`config.mk`:
```
export PLATFORM = sky130hd
export DESIGN_NAME = calendar_date_time_adder_core
export DESIGN_NICKNAME = d
export VERILOG_FILES = /design/src/rtl/cdta_pkg.sv /design/src/rtl/cdta_dpath.sv /design/src/rtl/cdta_ctrl.sv /design/src/rtl/calendar_date_time_adder_core.sv
export SDC_FILE = /design/constraint.sdc
export NUM_CORES = 2
export LEC_CHECK = 0
export ABC_CLOCK_PERIOD_IN_PS = 10430
export BUFFER_PORTS_ARGS = -buffer_cell sky130_fd_sc_hd__clkbuf_2
export CORE_UTILIZATION = 30
export DETAILED_ROUTE_END_ITERATION = 10
export HOLD_SLACK_MARGIN = 0.12
export MAX_ROUTING_LAYER = met4
export PLACE_DENSITY = 0.56
export REMOVE_ABC_BUFFERS = 1
export SYNTH_ARGS = -nofsm -noshare
export SYNTH_HDL_FRONTEND = slang
export SYNTH_SLANG_ARGS = --single-unit
```
`constraint.sdc`:
```
create_clock -name clk_i -period 10.43 [get_ports clk_i]
set_clock_uncertainty 0.1 [all_clocks]
set_input_delay 3.129 -clock clk_i [delete_from_list [all_inputs] [get_ports clk_i]]
set_output_delay 3.129 -clock clk_i [all_outputs]
set_load 0.1 [all_outputs]
```
`src/rtl/cdta_pkg.sv`:
```
// Shared types, codes and calendar helpers of the date and time adder.
package cdta_pkg;

  // Codes of the function field
  localparam logic [1:0] F_LOAD = 2'd0;
  localparam logic [1:0] F_ADD  = 2'd1;
  localparam logic [1:0] F_SUB  = 2'd2;

  // Codes of the unit field
  localparam logic [2:0] U_SEC   = 3'd0;
  localparam logic [2:0] U_MIN   = 3'd1;
  localparam logic [2:0] U_HOUR  = 3'd2;
  localparam logic [2:0] U_DAY   = 3'd3;
  localparam logic [2:0] U_MONTH = 3'd4;
  localparam logic [2:0] U_YEAR  = 3'd5;

  typedef enum logic [3:0] {
    OP_NONE,
    OP_LOAD,
    OP_Y400,
    OP_Y400_SET,
    OP_TIME,
    OP_TIME_SET,
    OP_DAY,
    OP_MON,
    OP_MON_SET,
    OP_YEAR,
    OP_CLAMP,
    OP_WDAY,
    OP_OUT
  } op_e;

  typedef struct packed {
    op_e op;
  } cmd_t;

  typedef struct packed {
    logic       run_ok;    // add or subtract on a valid held date with a known unit
    logic [2:0] unit;
    logic       lvl_day;   // time carry chain has reached days
    logic       sub_small; // subtract fits in the current time field
    logic       div_done;
    logic       day_last;  // this day step finishes the walk
    logic       mon_sat;   // month shift leaves the year range
  } sts_t;

  function automatic logic [4:0] month_len(input logic [3:0] m, input logic lp);
    logic [4:0] r;
    r = 5'd31;
    if (m == 4'd2) begin
      r = lp ? 5'd29 : 5'd28;
    end else if (m == 4'd4 || m == 4'd6 || m == 4'd9 || m == 4'd11) begin
      r = 5'd30;
    end
    return r;
  endfunction

  // 3*(m+1)/5 for the weekday sum
  function automatic logic [3:0] wk_month_term(input logic [3:0] m);
    logic [3:0] r;
    unique case (m)
      4'd0:  r = 4'd0;
      4'd1:  r = 4'd1;
      4'd2:  r = 4'd1;
      4'd3:  r = 4'd2;
      4'd4:  r = 4'd3;
      4'd5:  r = 4'd3;
      4'd6:  r = 4'd4;
      4'd7:  r = 4'd4;
      4'd8:  r = 4'd5;
      4'd9:  r = 4'd6;
      4'd10: r = 4'd6;
      4'd11: r = 4'd7;
      4'd12: r = 4'd7;
      4'd13: r = 4'd8;
      4'd14: r = 4'd9;
      default: r = 4'd9;
    endcase
    return r;
  endfunction

endpackage

```
`src/rtl/cdta_dpath.sv`:
```
// Datapath: held date, carry and borrow arithmetic, shared reciprocal divider, result register.
module cdta_dpath import cdta_pkg::*; #(
  parameter int AW         = 16,
  parameter int YEAR_LIMIT = 9999
) (
  input  logic          clk_i,
  input  logic          rst_ni,
  input  cmd_t          cmd_i,
  output sts_t          sts_o,
  input  logic [1:0]    func_i,
  input  logic [2:0]    unit_i,
  input  logic [AW-1:0] amount_i,
  input  logic [13:0]   ld_year_i,
  input  logic [3:0]    ld_month_i,
  input  logic [4:0]    ld_day_i,
  input  logic [4:0]    ld_hour_i,
  input  logic [5:0]    ld_min_i,
  input  logic [5:0]    ld_sec_i,
  output logic [13:0]   out_year_o,
  output logic [3:0]    out_month_o,
  output logic [4:0]    out_day_o,
  output logic [4:0]    out_hour_o,
  output logic [5:0]    out_min_o,
  output logic [5:0]    out_sec_o,
  output logic [2:0]    out_wday_o,
  output logic          out_ok_o
);

  localparam int YLB = $clog2(YEAR_LIMIT + 1);
  localparam int YW  = (YLB > 14) ? YLB : 14;
  localparam int DW  = ((AW > YW + 5) ? AW : YW + 5) + 1;
  localparam int WY  = YW + 1;
  localparam int KSH = DW + 9;
  localparam int MW  = DW + 9;
  localparam int PW  = DW + MW;
  localparam logic [YW-1:0] LIM      = YW'(YEAR_LIMIT);
  localparam logic [8:0]    LIM_R400 = 9'(YEAR_LIMIT % 400);
  localparam logic [DW-1:0] LIM12    = DW'(YEAR_LIMIT * 12 + 11);
  localparam logic [1:0]    DIV_START = 2'd2;
  // rounded-up reciprocals, exact for every dividend below 2**DW
  localparam logic [MW-1:0] M400 = MW'(((64'd1 << KSH) + 64'd399) / 64'd400);
  localparam logic [MW-1:0] M60  = MW'(((64'd1 << KSH) + 64'd59) / 64'd60);
  localparam logic [MW-1:0] M24  = MW'(((64'd1 << KSH) + 64'd23) / 64'd24);
  localparam logic [MW-1:0] M12  = MW'(((64'd1 << KSH) + 64'd11) / 64'd12);
  localparam logic [MW-1:0] M7   = MW'(((64'd1 << KSH) + 64'd6) / 64'd7);

  logic [YW-1:0] yr_q, yr_d;
  logic [3:0]    mo_q, mo_d;
  logic [4:0]    dy_q, dy_d, hr_q, hr_d;
  logic [5:0]    mi_q, mi_d, se_q, se_d;
  logic [DW-1:0] n_q, n_d;
  logic [1:0]    lvl_q, lvl_d, func_q, func_d;
  logic [2:0]    unit_q, unit_d;
  logic          sat_q, sat_d, clamp_q, clamp_d;
  logic [8:0]    r400_q, r400_d;
  logic [YW-1:0] q400_q, q400_d;
  logic [DW-1:0] dq_q, dq_d;
  logic [8:0]    dr_q, dr_d, dd_q, dd_d;
  logic [1:0]    dcnt_q, dcnt_d;
  logic [13:0]   oyr_q, oyr_d;
  logic [3:0]    omo_q, omo_d;
  logic [4:0]    ody_q, ody_d, ohr_q, ohr_d;
  logic [5:0]    omi_q, omi_d, ose_q, ose_d;
  logic [2:0]    owd_q, owd_d;
  logic          ook_q, ook_d;

  logic          leap, hv, up;
  logic [4:0]    ml, pml;
  logic [5:0]    fld, fld_new;
  logic [8:0]    tdiv;
  logic [DW-1:0] gap, tcur, tup;
  logic [PW-1:0] prod;
  logic [DW-1:0] quo;
  logic [8:0]    qd;
  logic          wsh;
  logic [3:0]    wm;
  logic [WY-1:0] wy;
  logic [8:0]    rr;
  logic [YW-1:0] y400;
  logic [YW+1:0] y100;
  logic [1:0]    k100;
  logic [DW-1:0] wsum;

  always_comb begin
    leap = (r400_q[1:0] == 2'd0) && (r400_q != 9'd100) && (r400_q != 9'd200) &&
           (r400_q != 9'd300);
    ml   = month_len(mo_q, leap);
    pml  = (mo_q == 4'd1) ? 5'd31 : month_len(mo_q - 4'd1, leap);
    hv   = (yr_q <= LIM) && (mo_q >= 4'd1) && (mo_q <= 4'd12) && (dy_q != 5'd0) &&
           (dy_q <= ml) && (hr_q <= 5'd23) && (mi_q <= 6'd59) && (se_q <= 6'd59);
    up   = (func_q == F_ADD);

    unique case (lvl_q)
      2'd0:    fld = se_q;
      2'd1:    fld = mi_q;
      default: fld = {1'b0, hr_q};
    endcase
    tdiv = (lvl_q == 2'd2) ? 9'd24 : 9'd60;

    gap  = DW'(ml - dy_q);
    tcur = (DW'(yr_q) << 3) + (DW'(yr_q) << 2) + DW'(mo_q - 4'd1);
    tup  = tcur + n_q;

    // quotient by reciprocal multiplication, remainder from the low bits
    unique case (dd_q)
      9'd400:  prod = PW'(dq_q) * PW'(M400);
      9'd60:   prod = PW'(dq_q) * PW'(M60);
      9'd24:   prod = PW'(dq_q) * PW'(M24);
      9'd12:   prod = PW'(dq_q) * PW'(M12);
      default: prod = PW'(dq_q) * PW'(M7);
    endcase
    quo = prod[KSH +: DW];
    qd  = 9'(dq_q[8:0] * dd_q);

    // weekday sum, January and February as months 13 and 14 of the year before
    wsh  = (mo_q == 4'd1) || (mo_q == 4'd2);
    wm   = wsh ? (mo_q + 4'd12) : mo_q;
    wy   = WY'(yr_q) + WY'(400) - WY'(wsh);
    rr   = r400_q - 9'(wsh);
    if (r400_q >= 9'(wsh)) begin
      y400 = q400_q + YW'(1);
      if (rr >= 9'd300)      k100 = 2'd3;
      else if (rr >= 9'd200) k100 = 2'd2;
      else if (rr >= 9'd100) k100 = 2'd1;
      else                   k100 = 2'd0;
    end else begin
      y400 = q400_q;
      k100 = 2'd3;
    end
    y100 = {y400, 2'b00} + (YW+2)'(k100);
    wsum = DW'(dy_q) + DW'({wm, 1'b0}) + DW'(wk_month_term(wm)) + DW'(wy) +
           DW'(wy >> 2) + DW'(y400) - DW'(y100);

    sts_o.run_ok    = ((func_q == F_ADD) || (func_q == F_SUB)) && (unit_q <= U_YEAR) && hv;
    sts_o.unit      = unit_q;
    sts_o.lvl_day   = (lvl_q == 2'd3);
    sts_o.sub_small = !up && (n_q <= DW'(fld));
    sts_o.div_done  = (dcnt_q == '0);
    sts_o.day_last  = up ? ((n_q <= gap) || ((mo_q == 4'd12) && (yr_q >= LIM)))
                         : ((n_q < DW'(dy_q)) || ((mo_q == 4'd1) && (yr_q == '0)));
    sts_o.mon_sat   = up ? (tup > LIM12) : (n_q > tcur);
  end

  always_comb begin
    yr_d = yr_q; mo_d = mo_q; dy_d = dy_q; hr_d = hr_q; mi_d = mi_q; se_d = se_q;
    n_d = n_q; lvl_d = lvl_q; func_d = func_q; unit_d = unit_q;
    sat_d = sat_q; clamp_d = clamp_q; r400_d = r400_q; q400_d = q400_q;
    oyr_d = oyr_q; omo_d = omo_q; ody_d = ody_q; ohr_d = ohr_q; omi_d = omi_q;
    ose_d = ose_q; owd_d = owd_q; ook_d = ook_q;
    dd_d = dd_q;
    fld_new = fld;

    // divider: quotient in the first step, remainder in the second
    unique case (dcnt_q)
      2'd2: begin
        dq_d = quo; dr_d = dq_q[8:0]; dcnt_d = 2'd1;
      end
      2'd1: begin
        dq_d = dq_q; dr_d = dr_q - qd; dcnt_d = 2'd0;
      end
      default: begin
        dq_d = dq_q; dr_d = dr_q; dcnt_d = dcnt_q;
      end
    endcase

    unique case (cmd_i.op)
      OP_LOAD: begin
        if (func_i == F_LOAD) begin
          yr_d = YW'(ld_year_i); mo_d = ld_month_i; dy_d = ld_day_i;
          hr_d = ld_hour_i; mi_d = ld_min_i; se_d = ld_sec_i;
        end
        func_d = func_i; unit_d = unit_i; lvl_d = unit_i[1:0];
        n_d = DW'(amount_i); sat_d = 1'b0; clamp_d = 1'b0;
      end
      OP_Y400: begin
        dq_d = DW'(yr_q); dr_d = '0; dd_d = 9'd400; dcnt_d = DIV_START;
      end
      OP_Y400_SET: begin
        r400_d = dr_q; q400_d = dq_q[YW-1:0];
      end
      OP_TIME: begin
        if (sts_o.sub_small) begin
          fld_new = 6'(fld - n_q[5:0]);
        end else begin
          dq_d = up ? (DW'(fld) + n_q) : (n_q - DW'(fld));
          dr_d = '0; dd_d = tdiv; dcnt_d = DIV_START;
        end
      end
      OP_TIME_SET: begin
        if (up) begin
          fld_new = dr_q[5:0]; n_d = dq_q;
        end else begin
          fld_new = (dr_q == '0) ? 6'd0 : 6'(tdiv - dr_q);
          n_d = dq_q + DW'(dr_q != '0);
        end
        lvl_d = lvl_q + 2'd1;
      end
      OP_DAY: begin
        if (up) begin
          if (n_q <= gap) begin
            dy_d = dy_q + n_q[4:0];
          end else if ((mo_q == 4'd12) && (yr_q >= LIM)) begin
            yr_d = LIM; mo_d = 4'd12; dy_d = 5'd31; hr_d = 5'd23; mi_d = 6'd59;
            se_d = 6'd59; sat_d = 1'b1; r400_d = LIM_R400;
          end else begin
            n_d = n_q - gap - DW'(1); dy_d = 5'd1;
            if (mo_q >= 4'd12) begin
              mo_d = 4'd1; yr_d = yr_q + YW'(1);
              r400_d = (r400_q == 9'd399) ? 9'd0 : r400_q + 9'd1;
            end else begin
              mo_d = mo_q + 4'd1;
            end
          end
        end else begin
          if (n_q < DW'(dy_q)) begin
            dy_d = dy_q - n_q[4:0];
          end else if ((mo_q == 4'd1) && (yr_q == '0)) begin
            yr_d = '0; mo_d = 4'd1; dy_d = 5'd1; hr_d = '0; mi_d = '0; se_d = '0;
            sat_d = 1'b1; r400_d = '0;
          end else begin
            n_d = n_q - DW'(dy_q); dy_d = pml;
            if (mo_q > 4'd1) begin
              mo_d = mo_q - 4'd1;
            end else begin
              mo_d = 4'd12; yr_d = yr_q - YW'(1);
              r400_d = (r400_q == 9'd0) ? 9'd399 : r400_q - 9'd1;
            end
          end
        end
      end
      OP_MON: begin
        if (!sts_o.mon_sat) begin
          dq_d = up ? tup : (tcur - n_q);
          dr_d = '0; dd_d = 9'd12; dcnt_d = DIV_START;
        end else if (up) begin
          yr_d = LIM; mo_d = 4'd12; dy_d = 5'd31; hr_d = 5'd23; mi_d = 6'd59;
          se_d = 6'd59; sat_d = 1'b1;
        end else begin
          yr_d = '0; mo_d = 4'd1; dy_d = 5'd1; hr_d = '0; mi_d = '0; se_d = '0;
          sat_d = 1'b1;
        end
      end
      OP_MON_SET: begin
        yr_d = dq_q[YW-1:0]; mo_d = dr_q[3:0] + 4'd1; clamp_d = 1'b1;
      end
      OP_YEAR: begin
        if (up) begin
          if ((DW'(yr_q) + n_q) > DW'(LIM)) begin
            yr_d = LIM; mo_d = 4'd12; dy_d = 5'd31; hr_d = 5'd23; mi_d = 6'd59;
            se_d = 6'd59; sat_d = 1'b1;
          end else begin
            yr_d = yr_q + n_q[YW-1:0]; clamp_d = 1'b1;
          end
        end else begin
          if (n_q > DW'(yr_q)) begin
            yr_d = '0; mo_d = 4'd1; dy_d = 5'd1; hr_d = '0; mi_d = '0; se_d = '0;
            sat_d = 1'b1;
          end else begin
            yr_d = yr_q - n_q[YW-1:0]; clamp_d = 1'b1;
          end
        end
      end
      OP_CLAMP: begin
        if (clamp_q && (dy_q > ml)) dy_d = ml;
      end
      OP_WDAY: begin
        dq_d = wsum; dr_d = '0; dd_d = 9'd7; dcnt_d = DIV_START;
      end
      OP_OUT: begin
        oyr_d = yr_q[13:0]; omo_d = mo_q; ody_d = dy_q; ohr_d = hr_q; omi_d = mi_q;
        ose_d = se_q; ook_d = hv && !sat_q; owd_d = dr_q[2:0] + 3'd1;
      end
      default: ;
    endcase

    if ((cmd_i.op == OP_TIME) || (cmd_i.op == OP_TIME_SET)) begin
      unique case (lvl_q)
        2'd0:    se_d = fld_new;
        2'd1:    mi_d = fld_new;
        default: hr_d = fld_new[4:0];
      endcase
    end
  end

  always_ff @(posedge clk_i or negedge rst_ni) begin
    if (!rst_ni) begin
      yr_q <= '0; mo_q <= 4'd1; dy_q <= 5'd1; hr_q <= '0; mi_q <= '0; se_q <= '0;
      n_q <= '0; lvl_q <= '0; func_q <= '0; unit_q <= '0; sat_q <= 1'b0;
      clamp_q <= 1'b0; r400_q <= '0; q400_q <= '0;
      dq_q <= '0; dr_q <= '0; dd_q <= 9'd1; dcnt_q <= '0;
      oyr_q <= '0; omo_q <= '0; ody_q <= '0; ohr_q <= '0; omi_q <= '0; ose_q <= '0;
      owd_q <= 3'd1; ook_q <= 1'b0;
    end else begin
      yr_q <= yr_d; mo_q <= mo_d; dy_q <= dy_d; hr_q <= hr_d; mi_q <= mi_d; se_q <= se_d;
      n_q <= n_d; lvl_q <= lvl_d; func_q <= func_d; unit_q <= unit_d; sat_q <= sat_d;
      clamp_q <= clamp_d; r400_q <= r400_d; q400_q <= q400_d;
      dq_q <= dq_d; dr_q <= dr_d; dd_q <= dd_d; dcnt_q <= dcnt_d;
      oyr_q <= oyr_d; omo_q <= omo_d; ody_q <= ody_d; ohr_q <= ohr_d; omi_q <= omi_d;
      ose_q <= ose_d; owd_q <= owd_d; ook_q <= ook_d;
    end
  end

  assign out_year_o  = oyr_q;
  assign out_month_o = omo_q;
  assign out_day_o   = ody_q;
  assign out_hour_o  = ohr_q;
  assign out_min_o   = omi_q;
  assign out_sec_o   = ose_q;
  assign out_wday_o  = owd_q;
  assign out_ok_o    = ook_q;

endmodule

```
`src/rtl/cdta_ctrl.sv`:
```
// Controller: sequences load, carry and borrow passes, divisions and result hand-off.
module cdta_ctrl import cdta_pkg::*; (
  input  logic clk_i,
  input  logic rst_ni,
  input  logic in_valid_i,
  output logic in_ready_o,
  output logic out_valid_o,
  input  logic out_ready_i,
  input  sts_t sts_i,
  output cmd_t cmd_o
);

  typedef enum logic [14:0] {
    S_IDLE = 15'b000000000000001,
    S_YS   = 15'b000000000000010,
    S_YW   = 15'b000000000000100,
    S_CHK  = 15'b000000000001000,
    S_TS   = 15'b000000000010000,
    S_TW   = 15'b000000000100000,
    S_DAY  = 15'b000000001000000,
    S_MCK  = 15'b000000010000000,
    S_MW   = 15'b000000100000000,
    S_YR   = 15'b000001000000000,
    S_ES   = 15'b000010000000000,
    S_EW   = 15'b000100000000000,
    S_CLP  = 15'b001000000000000,
    S_WS   = 15'b010000000000000,
    S_WW   = 15'b100000000000000
  } state_e;

  state_e state_q, state_d;
  logic   ovalid_q, ovalid_d;

  always_comb begin
    state_d    = state_q;
    cmd_o.op   = OP_NONE;
    in_ready_o = (state_q == S_IDLE);
    unique case (state_q)
      S_IDLE: begin
        if (in_valid_i) begin
          cmd_o.op = OP_LOAD; state_d = S_YS;
        end
      end
      S_YS: begin
        cmd_o.op = OP_Y400; state_d = S_YW;
      end
      S_YW: begin
        if (sts_i.div_done) begin
          cmd_o.op = OP_Y400_SET; state_d = S_CHK;
        end
      end
      S_CHK: begin
        if (!sts_i.run_ok) begin
          state_d = S_CLP;
        end else begin
          unique case (sts_i.unit)
            U_SEC, U_MIN, U_HOUR: state_d = S_TS;
            U_DAY:                state_d = S_DAY;
            U_MONTH:              state_d = S_MCK;
            default:              state_d = S_YR;
          endcase
        end
      end
      S_TS: begin
        if (sts_i.lvl_day) begin
          state_d = S_DAY;
        end else begin
          cmd_o.op = OP_TIME;
          state_d  = sts_i.sub_small ? S_ES : S_TW;
        end
      end
      S_TW: begin
        if (sts_i.div_done) begin
          cmd_o.op = OP_TIME_SET; state_d = S_TS;
        end
      end
      S_DAY: begin
        cmd_o.op = OP_DAY;
        if (sts_i.day_last) state_d = S_ES;
      end
      S_MCK: begin
        cmd_o.op = OP_MON;
        state_d  = sts_i.mon_sat ? S_ES : S_MW;
      end
      S_MW: begin
        if (sts_i.div_done) begin
          cmd_o.op = OP_MON_SET; state_d = S_ES;
        end
      end
      S_YR: begin
        cmd_o.op = OP_YEAR; state_d = S_ES;
      end
      S_ES: begin
        cmd_o.op = OP_Y400; state_d = S_EW;
      end
      S_EW: begin
        if (sts_i.div_done) begin
          cmd_o.op = OP_Y400_SET; state_d = S_CLP;
        end
      end
      S_CLP: begin
        cmd_o.op = OP_CLAMP; state_d = S_WS;
      end
      S_WS: begin
        cmd_o.op = OP_WDAY; state_d = S_WW;
      end
      S_WW: begin
        if (sts_i.div_done && (!ovalid_q || out_ready_i)) begin
          cmd_o.op = OP_OUT; state_d = S_IDLE;
        end
      end
      default: state_d = S_IDLE;
    endcase
    ovalid_d = (ovalid_q && !out_ready_i) || (cmd_o.op == OP_OUT);
  end

  always_ff @(posedge clk_i or negedge rst_ni) begin
    if (!rst_ni) begin
      state_q  <= S_IDLE;
      ovalid_q <= 1'b0;
    end else begin
      state_q  <= state_d;
      ovalid_q <= ovalid_d;
    end
  end

  assign out_valid_o = ovalid_q;

`ifndef SYNTHESIS
  a_idle_div_quiet: assert property (@(posedge clk_i) disable iff (!rst_ni)
    in_ready_o |-> sts_i.div_done) else $error("divider busy while idle");
  a_result_from_end: assert property (@(posedge clk_i) disable iff (!rst_ni)
    $rose(out_valid_o) |-> $past(state_q == S_WW)) else $error("result raised early");
  a_day_walk_ends: assert property (@(posedge clk_i) disable iff (!rst_ni)
    (state_q == S_DAY) && sts_i.day_last |=> (state_q == S_ES))
    else $error("day walk did not end");
`endif

endmodule

```
`src/rtl/calendar_date_time_adder_core.sv`:
```
// Top level of the Gregorian date and time adder: stream ports, controller and datapath.
//
//  channel  | dir | fields (low bit first)
//  ---------+-----+------------------------------------------------------------------
//  s_axis   | in  | tuser: func, unit; tdata: amount, load year/month/day/hour/min/sec
//  m_axis   | out | tuser: date_ok; tdata: year, month, day, hour, minute, second,
//           |     |        weekday
//
// One transaction at a time. Each item runs a division by 400 (leap phase of the year)
// and one by 7 for the weekday on the shared reciprocal divider, each a quotient step
// and a remainder step. A valid add or subtract adds a second division by 400 after
// its operation: a division by 60 or 24 per carry level of seconds, minutes and hours,
// one day walk step per month crossed (up to a few thousand for large day amounts), a
// division by 12 for a month shift and a single step for a year shift.
// Reset puts the held date at 0000-01-01 00:00:00 and empties the result register.
// A result waits in its register until m_axis_tready; the next item is taken meanwhile
// and holds in its last cycle until the register frees.
module calendar_date_time_adder_core import cdta_pkg::*; #(
  parameter int AMOUNT_WIDTH = 16,
  parameter int YEAR_LIMIT   = 9999
) (
  input  logic                  clk_i,
  input  logic                  rst_ni,
  input  logic                  s_axis_tvalid,
  output logic                  s_axis_tready,
  // amount, load_year, load_month, load_day, load_hour, load_minute, load_second
  input  logic [((AMOUNT_WIDTH+40+7)/8)*8-1:0] s_axis_tdata,
  // func, unit
  input  logic [4:0]            s_axis_tuser,
  output logic                  m_axis_tvalid,
  input  logic                  m_axis_tready,
  // out_year, out_month, out_day, out_hour, out_minute, out_second, weekday
  output logic [47:0]           m_axis_tdata,
  // date_ok
  output logic [0:0]            m_axis_tuser
);

  localparam int AW = AMOUNT_WIDTH;

  cmd_t        cmd;
  sts_t        sts;
  logic [13:0] oyr;
  logic [3:0]  omo;
  logic [4:0]  ody, ohr;
  logic [5:0]  omi, ose;
  logic [2:0]  owd;
  logic        ook;

  cdta_ctrl u_ctrl (
    .clk_i       (clk_i),
    .rst_ni      (rst_ni),
    .in_valid_i  (s_axis_tvalid),
    .in_ready_o  (s_axis_tready),
    .out_valid_o (m_axis_tvalid),
    .out_ready_i (m_axis_tready),
    .sts_i       (sts),
    .cmd_o       (cmd)
  );

  cdta_dpath #(
    .AW         (AW),
    .YEAR_LIMIT (YEAR_LIMIT)
  ) u_dpath (
    .clk_i       (clk_i),
    .rst_ni      (rst_ni),
    .cmd_i       (cmd),
    .sts_o       (sts),
    .func_i      (s_axis_tuser[1:0]),
    .unit_i      (s_axis_tuser[4:2]),
    .amount_i    (s_axis_tdata[AW-1:0]),
    .ld_year_i   (s_axis_tdata[AW+13:AW]),
    .ld_month_i  (s_axis_tdata[AW+17:AW+14]),
    .ld_day_i    (s_axis_tdata[AW+22:AW+18]),
    .ld_hour_i   (s_axis_tdata[AW+27:AW+23]),
    .ld_min_i    (s_axis_tdata[AW+33:AW+28]),
    .ld_sec_i    (s_axis_tdata[AW+39:AW+34]),
    .out_year_o  (oyr),
    .out_month_o (omo),
    .out_day_o   (ody),
    .out_hour_o  (ohr),
    .out_min_o   (omi),
    .out_sec_o   (ose),
    .out_wday_o  (owd),
    .out_ok_o    (ook)
  );

  // pack result fields, pad to whole bytes
  assign m_axis_tdata = {5'd0, owd, ose, omi, ohr, ody, omo, oyr};
  assign m_axis_tuser = ook;

endmodule
```
# ---- Yosys cells after proc, flatten, opt, wreduce, memory -nomap -nowiden
# Memory sizes are Yosys's and may differ from the RTL's.
# Cells that the tools add are included.
dict set report word_totals {
  in_bits 65
  regBits 192
  out_inout_bits 51
  elab_cells 421
  memories 1
  rom_bits 64
}
dict set report op_classes {
  eq_ne 82
  n_reduce_logical 68
  mux 172
  mul 6
  n_lt_le_gt_ge 23
  n_addsub 41
}
# name depth width read_ports rd_ports_with_merged_regs wr line
set mem_list {}
lappend mem_list {{(no name shown)} 16 4 1 0 0 cdta_pkg.sv:61} ;# unique case (m)
# op count
set ops {}
lappend ops {{$pmux 15 s15} 1}
lappend ops {{$mux 20} 11}
lappend ops {{$mux 14} 14}
lappend ops {{$pmux 47 s4} 1}
lappend ops {{$mux 6} 29}
lappend ops {{$mux 5} 28}
lappend ops {{$mux 15} 9}
lappend ops {{$mux 9} 13}
lappend ops {{$mul 20x24->44 const B} 2}
lappend ops {{$pmux 20 s4} 1}
lappend ops {{$pmux 14 s5} 1}
lappend ops {{$mux 4} 16}
lappend ops {{$pmux 20 s3} 1}
lappend ops {{$pmux 4 s12} 1}
lappend ops {{$pmux 6 s4} 2}
lappend ops {{$mul 20x27->47 const B} 1}
lappend ops {{$mul 20x26->46 const B} 1}
lappend ops {{$add 20x20->20} 2}
lappend ops {{$eq 4x4->1 const B} 10}
lappend ops {{$mul 20x20->40 const B} 1}
lappend ops {{$sub 20x20->20} 2}
lappend ops {{$pmux 9 s2} 2}
lappend ops {{$pmux 9 s4} 1}
lappend ops {{$eq 4x3->1 const B} 8}
lappend ops {{other kinds (126)} 234}

# ---- Logic depth before layout (Yosys ltp)
dict set report logic_depth {
  depth_word 14
  depth_mapped 34
  depth_no_buf 33
}

# ---- Modules after synthesis
# A second synthesis with hierarchy kept.
dict set report hier_totals {
  cells_unflattened 5437
  area_unflattened_um2 47775.8
}
# module seq_area_each_um2 cells_per_inst instances area_each_um2
set by_module_without_submodules {}
lappend by_module_without_submodules {cdta_dpath 4359.2 5306 1 46617.2}
lappend by_module_without_submodules {cdta_ctrl 401.6 125 1 1117.3}
lappend by_module_without_submodules {calendar_date_time_adder_core 0.0 6 1 41.3}

# ---- Worst setup path after synthesis
# Ideal clock, no wire load.
dict set report synth_timing {
  kind {register to register}
  start {reg u_dpath.dq_q[0]}
  end {reg u_dpath.dq_q[9]}
  path_stages_with_launch 27
  n_path_buf 1
  path_slack_ps 3071
  setup_ps 140
  required_time_ps 10190
  synth_period_minus_slack_ps 7359
  arrival_time_ps 7119
  path_cell_list {dfrtp_1 clkbuf_1 inv_1 fa_1 inv_1 ha_1 inv_1 fa_1 fa_1 inv_1 fa_1 inv_1 fa_1 inv_1 fa_1 ha_1 a21oi_1 o21ai_0 nand2_1 a21oi_1 a211oi_1 o31ai_1 a31oi_1 xnor2_1 a221o_1 o2111ai_1 o211ai_1}
}
dict set report synth_between {
  elab_chain_len 5
  elab_cells_between_ends 10
  cone_classes {mul (5); mux (5)}
}
# element line
set synth_rtl {}
lappend synth_rtl {{start, declared} cdta_dpath.sv:57} ;# logic [DW-1:0] dq_q, dq_d;
lappend synth_rtl {{start signal, assigned} cdta_dpath.sv:290} ;# dq_q <= '0; dr_q <= '0; dd_q <= 9'd1; dcnt_q <= '0;
lappend synth_rtl {{start signal, assigned} cdta_dpath.sv:297} ;# dq_q <= dq_d; dr_q <= dr_d; dd_q <= dd_d; dcnt_q <= dcnt_d;
lappend synth_rtl {{$mul 20x27->47 (tied with other cells)} cdta_dpath.sv:110} ;# default: prod = PW'(dq_q) * PW'(M7);
lappend synth_rtl {{$pmux 47 s4 (*)} cdta_dpath.sv:105} ;# unique case (dd_q)
lappend synth_rtl {{$mux 20 (*)} cdta_dpath.sv:154} ;# unique case (dcnt_q)
lappend synth_rtl {{$mux 20 (on tied branches)} {cdta_dpath.sv:232, cdta_dpath.sv:182}}
lappend synth_rtl {{$pmux 20 s4 (*)} cdta_dpath.sv:166} ;# unique case (cmd_i.op)
lappend synth_rtl {{net u_dpath.dq_d[9]} cdta_dpath.sv:57}
# The timed path passes the listed nets; every way through them passes the cells marked *.
# A chain may end at the register's enable or synchronous reset.

# ---- Worst setup path after layout
dict set report layout_timing {
  start {reg u_dpath.dq_q[13]}
  end {reg u_dpath.dq_q[6]}
}
# Same word-level chain as after synthesis.

==> out/results.txt <==
CTS tree: yes
Final TNS setup: 0 ps
Layout area overhead: 7.91%
class of the worst hold path: flip-flop to flip-flop
CTS resizes: 0
die footprint: 160000 µm²
top-area cell type share of the netlist area: 24.8%
count of cell types in the netlist: 111
Clock Path Buffers: 2
fmax: 116 MHz
final non-filler cell total: 7575
Tcrit/Tclk final: 82.7%
Worst-Skew Late Latency: 520 ps
GRT overflow: 0
status: completed
Gate Count Post-Synth: 5457
Synth async-reset ratio: 100%
synthesis-stage register bit count: 190
Rel. slew slack: 15.6%
IO buf count: 110
sequential area share after synthesis: 10.0%
Worst R2R Setup Slack: 1810 ps
CP arrival: 8870 ps
CTS buffer count: 17
post-synth top area cell: ha_1
synthesized cell area: 47400 µm²
CP startpoint kind: flip-flop
DRT Pass-1 Iters: 8
worst path cell trace: ha_1, ha_1, inv_1, fa_1, inv_1, fa_1, fa_1, inv_1, fa_1, fa_1, inv_1, ha_1, nand4_1, or3_1, o211ai_1, a31oi_1, xnor2_1, a221oi_1, o21ai_0, o221ai_1, o211ai_1
hold path startpoint: u_dpath.sat_q$_DFFE_PN0P_
largest net degree at the start of global routing: 76
via density per instance: 5.41
dpl ws: 1910 ps
Warnings, synthesis: 0
max-cap violation count: 0
Chip Height: 400 µm
clock-pin slew on the worst setup and hold paths: 80 ps
WL/cell: 23.4 µm
Multi-input gate area: 38900 µm²
Worst Path Required: 10680 ps
vias in the first global route: 40.6k
fillers: 16.4k
layout cell share with drive strength beyond 1: 6.10%
DP HPWL: 148 mm
Root Buffer: clkbuf_16
Initial Utilization: 30.3%
Setup Buffers After CTS: 0
CP Capture Type: flip-flop
most used routing layer: met2
number of remaining DRC errors: 0
Slowest cell on crit path: dfrtp_1
Post-synth EDFFs: 0
cell count after placement: 7538
Synth area leaders: ha_1 (25%), fa_1 (20%), dfrtp_1 (9.8%)
RSZ-0062 raised after global routing: false
Final #Nets: 6977
final setup vio count: 0
met2 GRT Util: 34.5%
crit-path max FO: 10
syn avg cell area: 8.69 µm²
routability cong.: 1.00
Iter 0 DRT Violations: 3768
Slew Limit Fails: 0
main flop type after synthesis: dfrtp_1
FP Rows: 145
Post-CTS Hold Buffers: 0
H-tree depth: 4
kind of critical path: flip-flop to flip-flop
vias post-DR: 41.0k
Core ar.: 157000 µm²
Final WS setup: 1810 ps
Worst-Margin Slew: 1270 ps
clock sink count: 190
CP peak stage delay: 1000 ps
GRT Util Overall: 22.8%
worst setup path startpoint: u_dpath.dq_q[13]$_DFF_PN0_
CP most frequent cell: fa_1
met3 Track Usage GR: 2.95%
final WL: 178 mm
first-pass GRT wire length: 265 mm
met1 GRT Util: 31.6%
chip width: 400 µm
min Tclk post-route: 8620 ps
initial antenna violation count: 11
I/O pins: 116
Fin. Hold Viols: 0
Register Area: 4760 µm²
FF-to-FF Start: u_dpath.dq_q[13]$_DFF_PN0_
Routed Antenna Nets: 0
-- synth_stat cells (10+ instances only) --
master / number
a221o_1: 23
o31ai_1: 28
nor2b_1: 43
a311oi_1: 10
o22ai_1: 23
buf_2: 20
xnor2_1: 238
ha_1: 939
dfrtp_1: 185
nor4_1: 30
a22oi_1: 27
a21oi_1: 360
clkbuf_1: 133
o21ai_0: 269
nand4_1: 51
mux2i_1: 16
or2_2: 10
a2111oi_0: 18
a211o_1: 16
a221oi_1: 25
a41oi_1: 10
fa_1: 474
mux2_2: 27
nor2_1: 293
and2_1: 31
or3_1: 24
nor3_1: 94
nand2b_1: 46
nand2_1: 343
buf_1: 13
xor2_1: 72
or4_1: 10
a31oi_1: 37
o21a_1: 39
a21o_1: 91
nand3b_1: 12
o21bai_1: 36
and3_1: 47
a21boi_0: 14
o211ai_1: 50
inv_1: 834
nor3b_1: 15
o221ai_1: 19
a211oi_1: 43
nand3_1: 108
-- state kept, by name, indices dropped and copies added, names as in the netlist, 7 cells and up --
| signal | cells |
|---|---|
| u_dpath.out_year_o | 14 |
| u_dpath.q400_q | 14 |
| u_dpath.yr_q | 14 |
| u_dpath.r400_q | 9 |
| u_dpath.dr_q | 9 |
| u_dpath.n_q | 20 |
| u_dpath.dq_q | 20 |
| u_dpath.dd_q | 7 |
| u_ctrl.state_q | 15 |
-- final cells by class --
class	count	area share (%)
multi-input combinational	4256	76.0
sequential	190	9.31
inverter	840	6.16
tap	2058	5.03
timing repair buffer	194	2.33
clock buffer	17	0.831
clock inverter	15	0.347
antenna	5	0.0245
-- critical path: cells and delay by family (launching register included) --
family,cells,cell delay (ps)
fa+ha+maj,8,4030
compound gates,6,2150
flops,1,1000
simple gates,2,520
buf+inv,4,400
xor+xnor,1,220
-- routing by layer --
metal / routed length, µm / share of wire (%)
met1: 81200 / 46
met3: 12000 / 6.8
met2: 78800 / 44
met4: 5560 / 3.1
met5: 0 / 0
-- layout by cell type (no fill, tap or decap), types with 47 or more instances in the layout --
cell	n
a21o_1	91
a21oi_1	360
and3_1	47
buf_4	84
clkbuf_2	109
dfrtp_1	182
fa_1	474
ha_1	938
inv_1	832
nand2_1	343
nand3_1	107
nand4_1	51
nor2_1	292
nor3_1	93
o211ai_1	50
o21ai_0	269
xnor2_1	238
xor2_1	72
-- final timing paths --
check                                                          to  cells after the start
worst max-delay path                    u_dpath.dq_q[6]$_DFF_PN0_                     21
worst min-delay path                 u_dpath.out_ok_o$_DFFE_PN0P_                      1
worst max register to register          u_dpath.dq_q[6]$_DFF_PN0_                     21
worst min register to register       u_dpath.out_ok_o$_DFFE_PN0P_                      1
max in group asynchronous               u_dpath.dq_q[1]$_DFF_PN0_                      2
min in group asynchronous       u_dpath.out_year_o[8]$_DFFE_PN0P_                      1
-- cells by family (layout without fill, tap and decap cells) --
family,Yosys count,after routing,synth area share [%]
AOI/OAI and AO/OA,1277,1277,17.7
xor gates and xnor gates,310,310,5.73
adders and majority gates,1413,1413,44.8
buffers and inverters,1015,1066,8.17
DFF,190,190,10.0
muxes,47,47,1.07
other,1,10,0.00791
and+or+nand+nor,1204,1204,12.5
-- through the flow --
stage | util (%) | instance area, µm² | hold slack (ps)
after global placement | 32.3 | 50600 | 361
after floorplan | - | 46700 | 332
after detailed placement | 32.3 | 50600 | 355
after global routing | 32.7 | 51200 | 377
final | 32.7 | 51200 | 375
after CTS | 32.7 | 51200 | 369
Power is not shown: default switching activity piles up to over one toggle a cycle in this logic, so the estimate is an artifact.
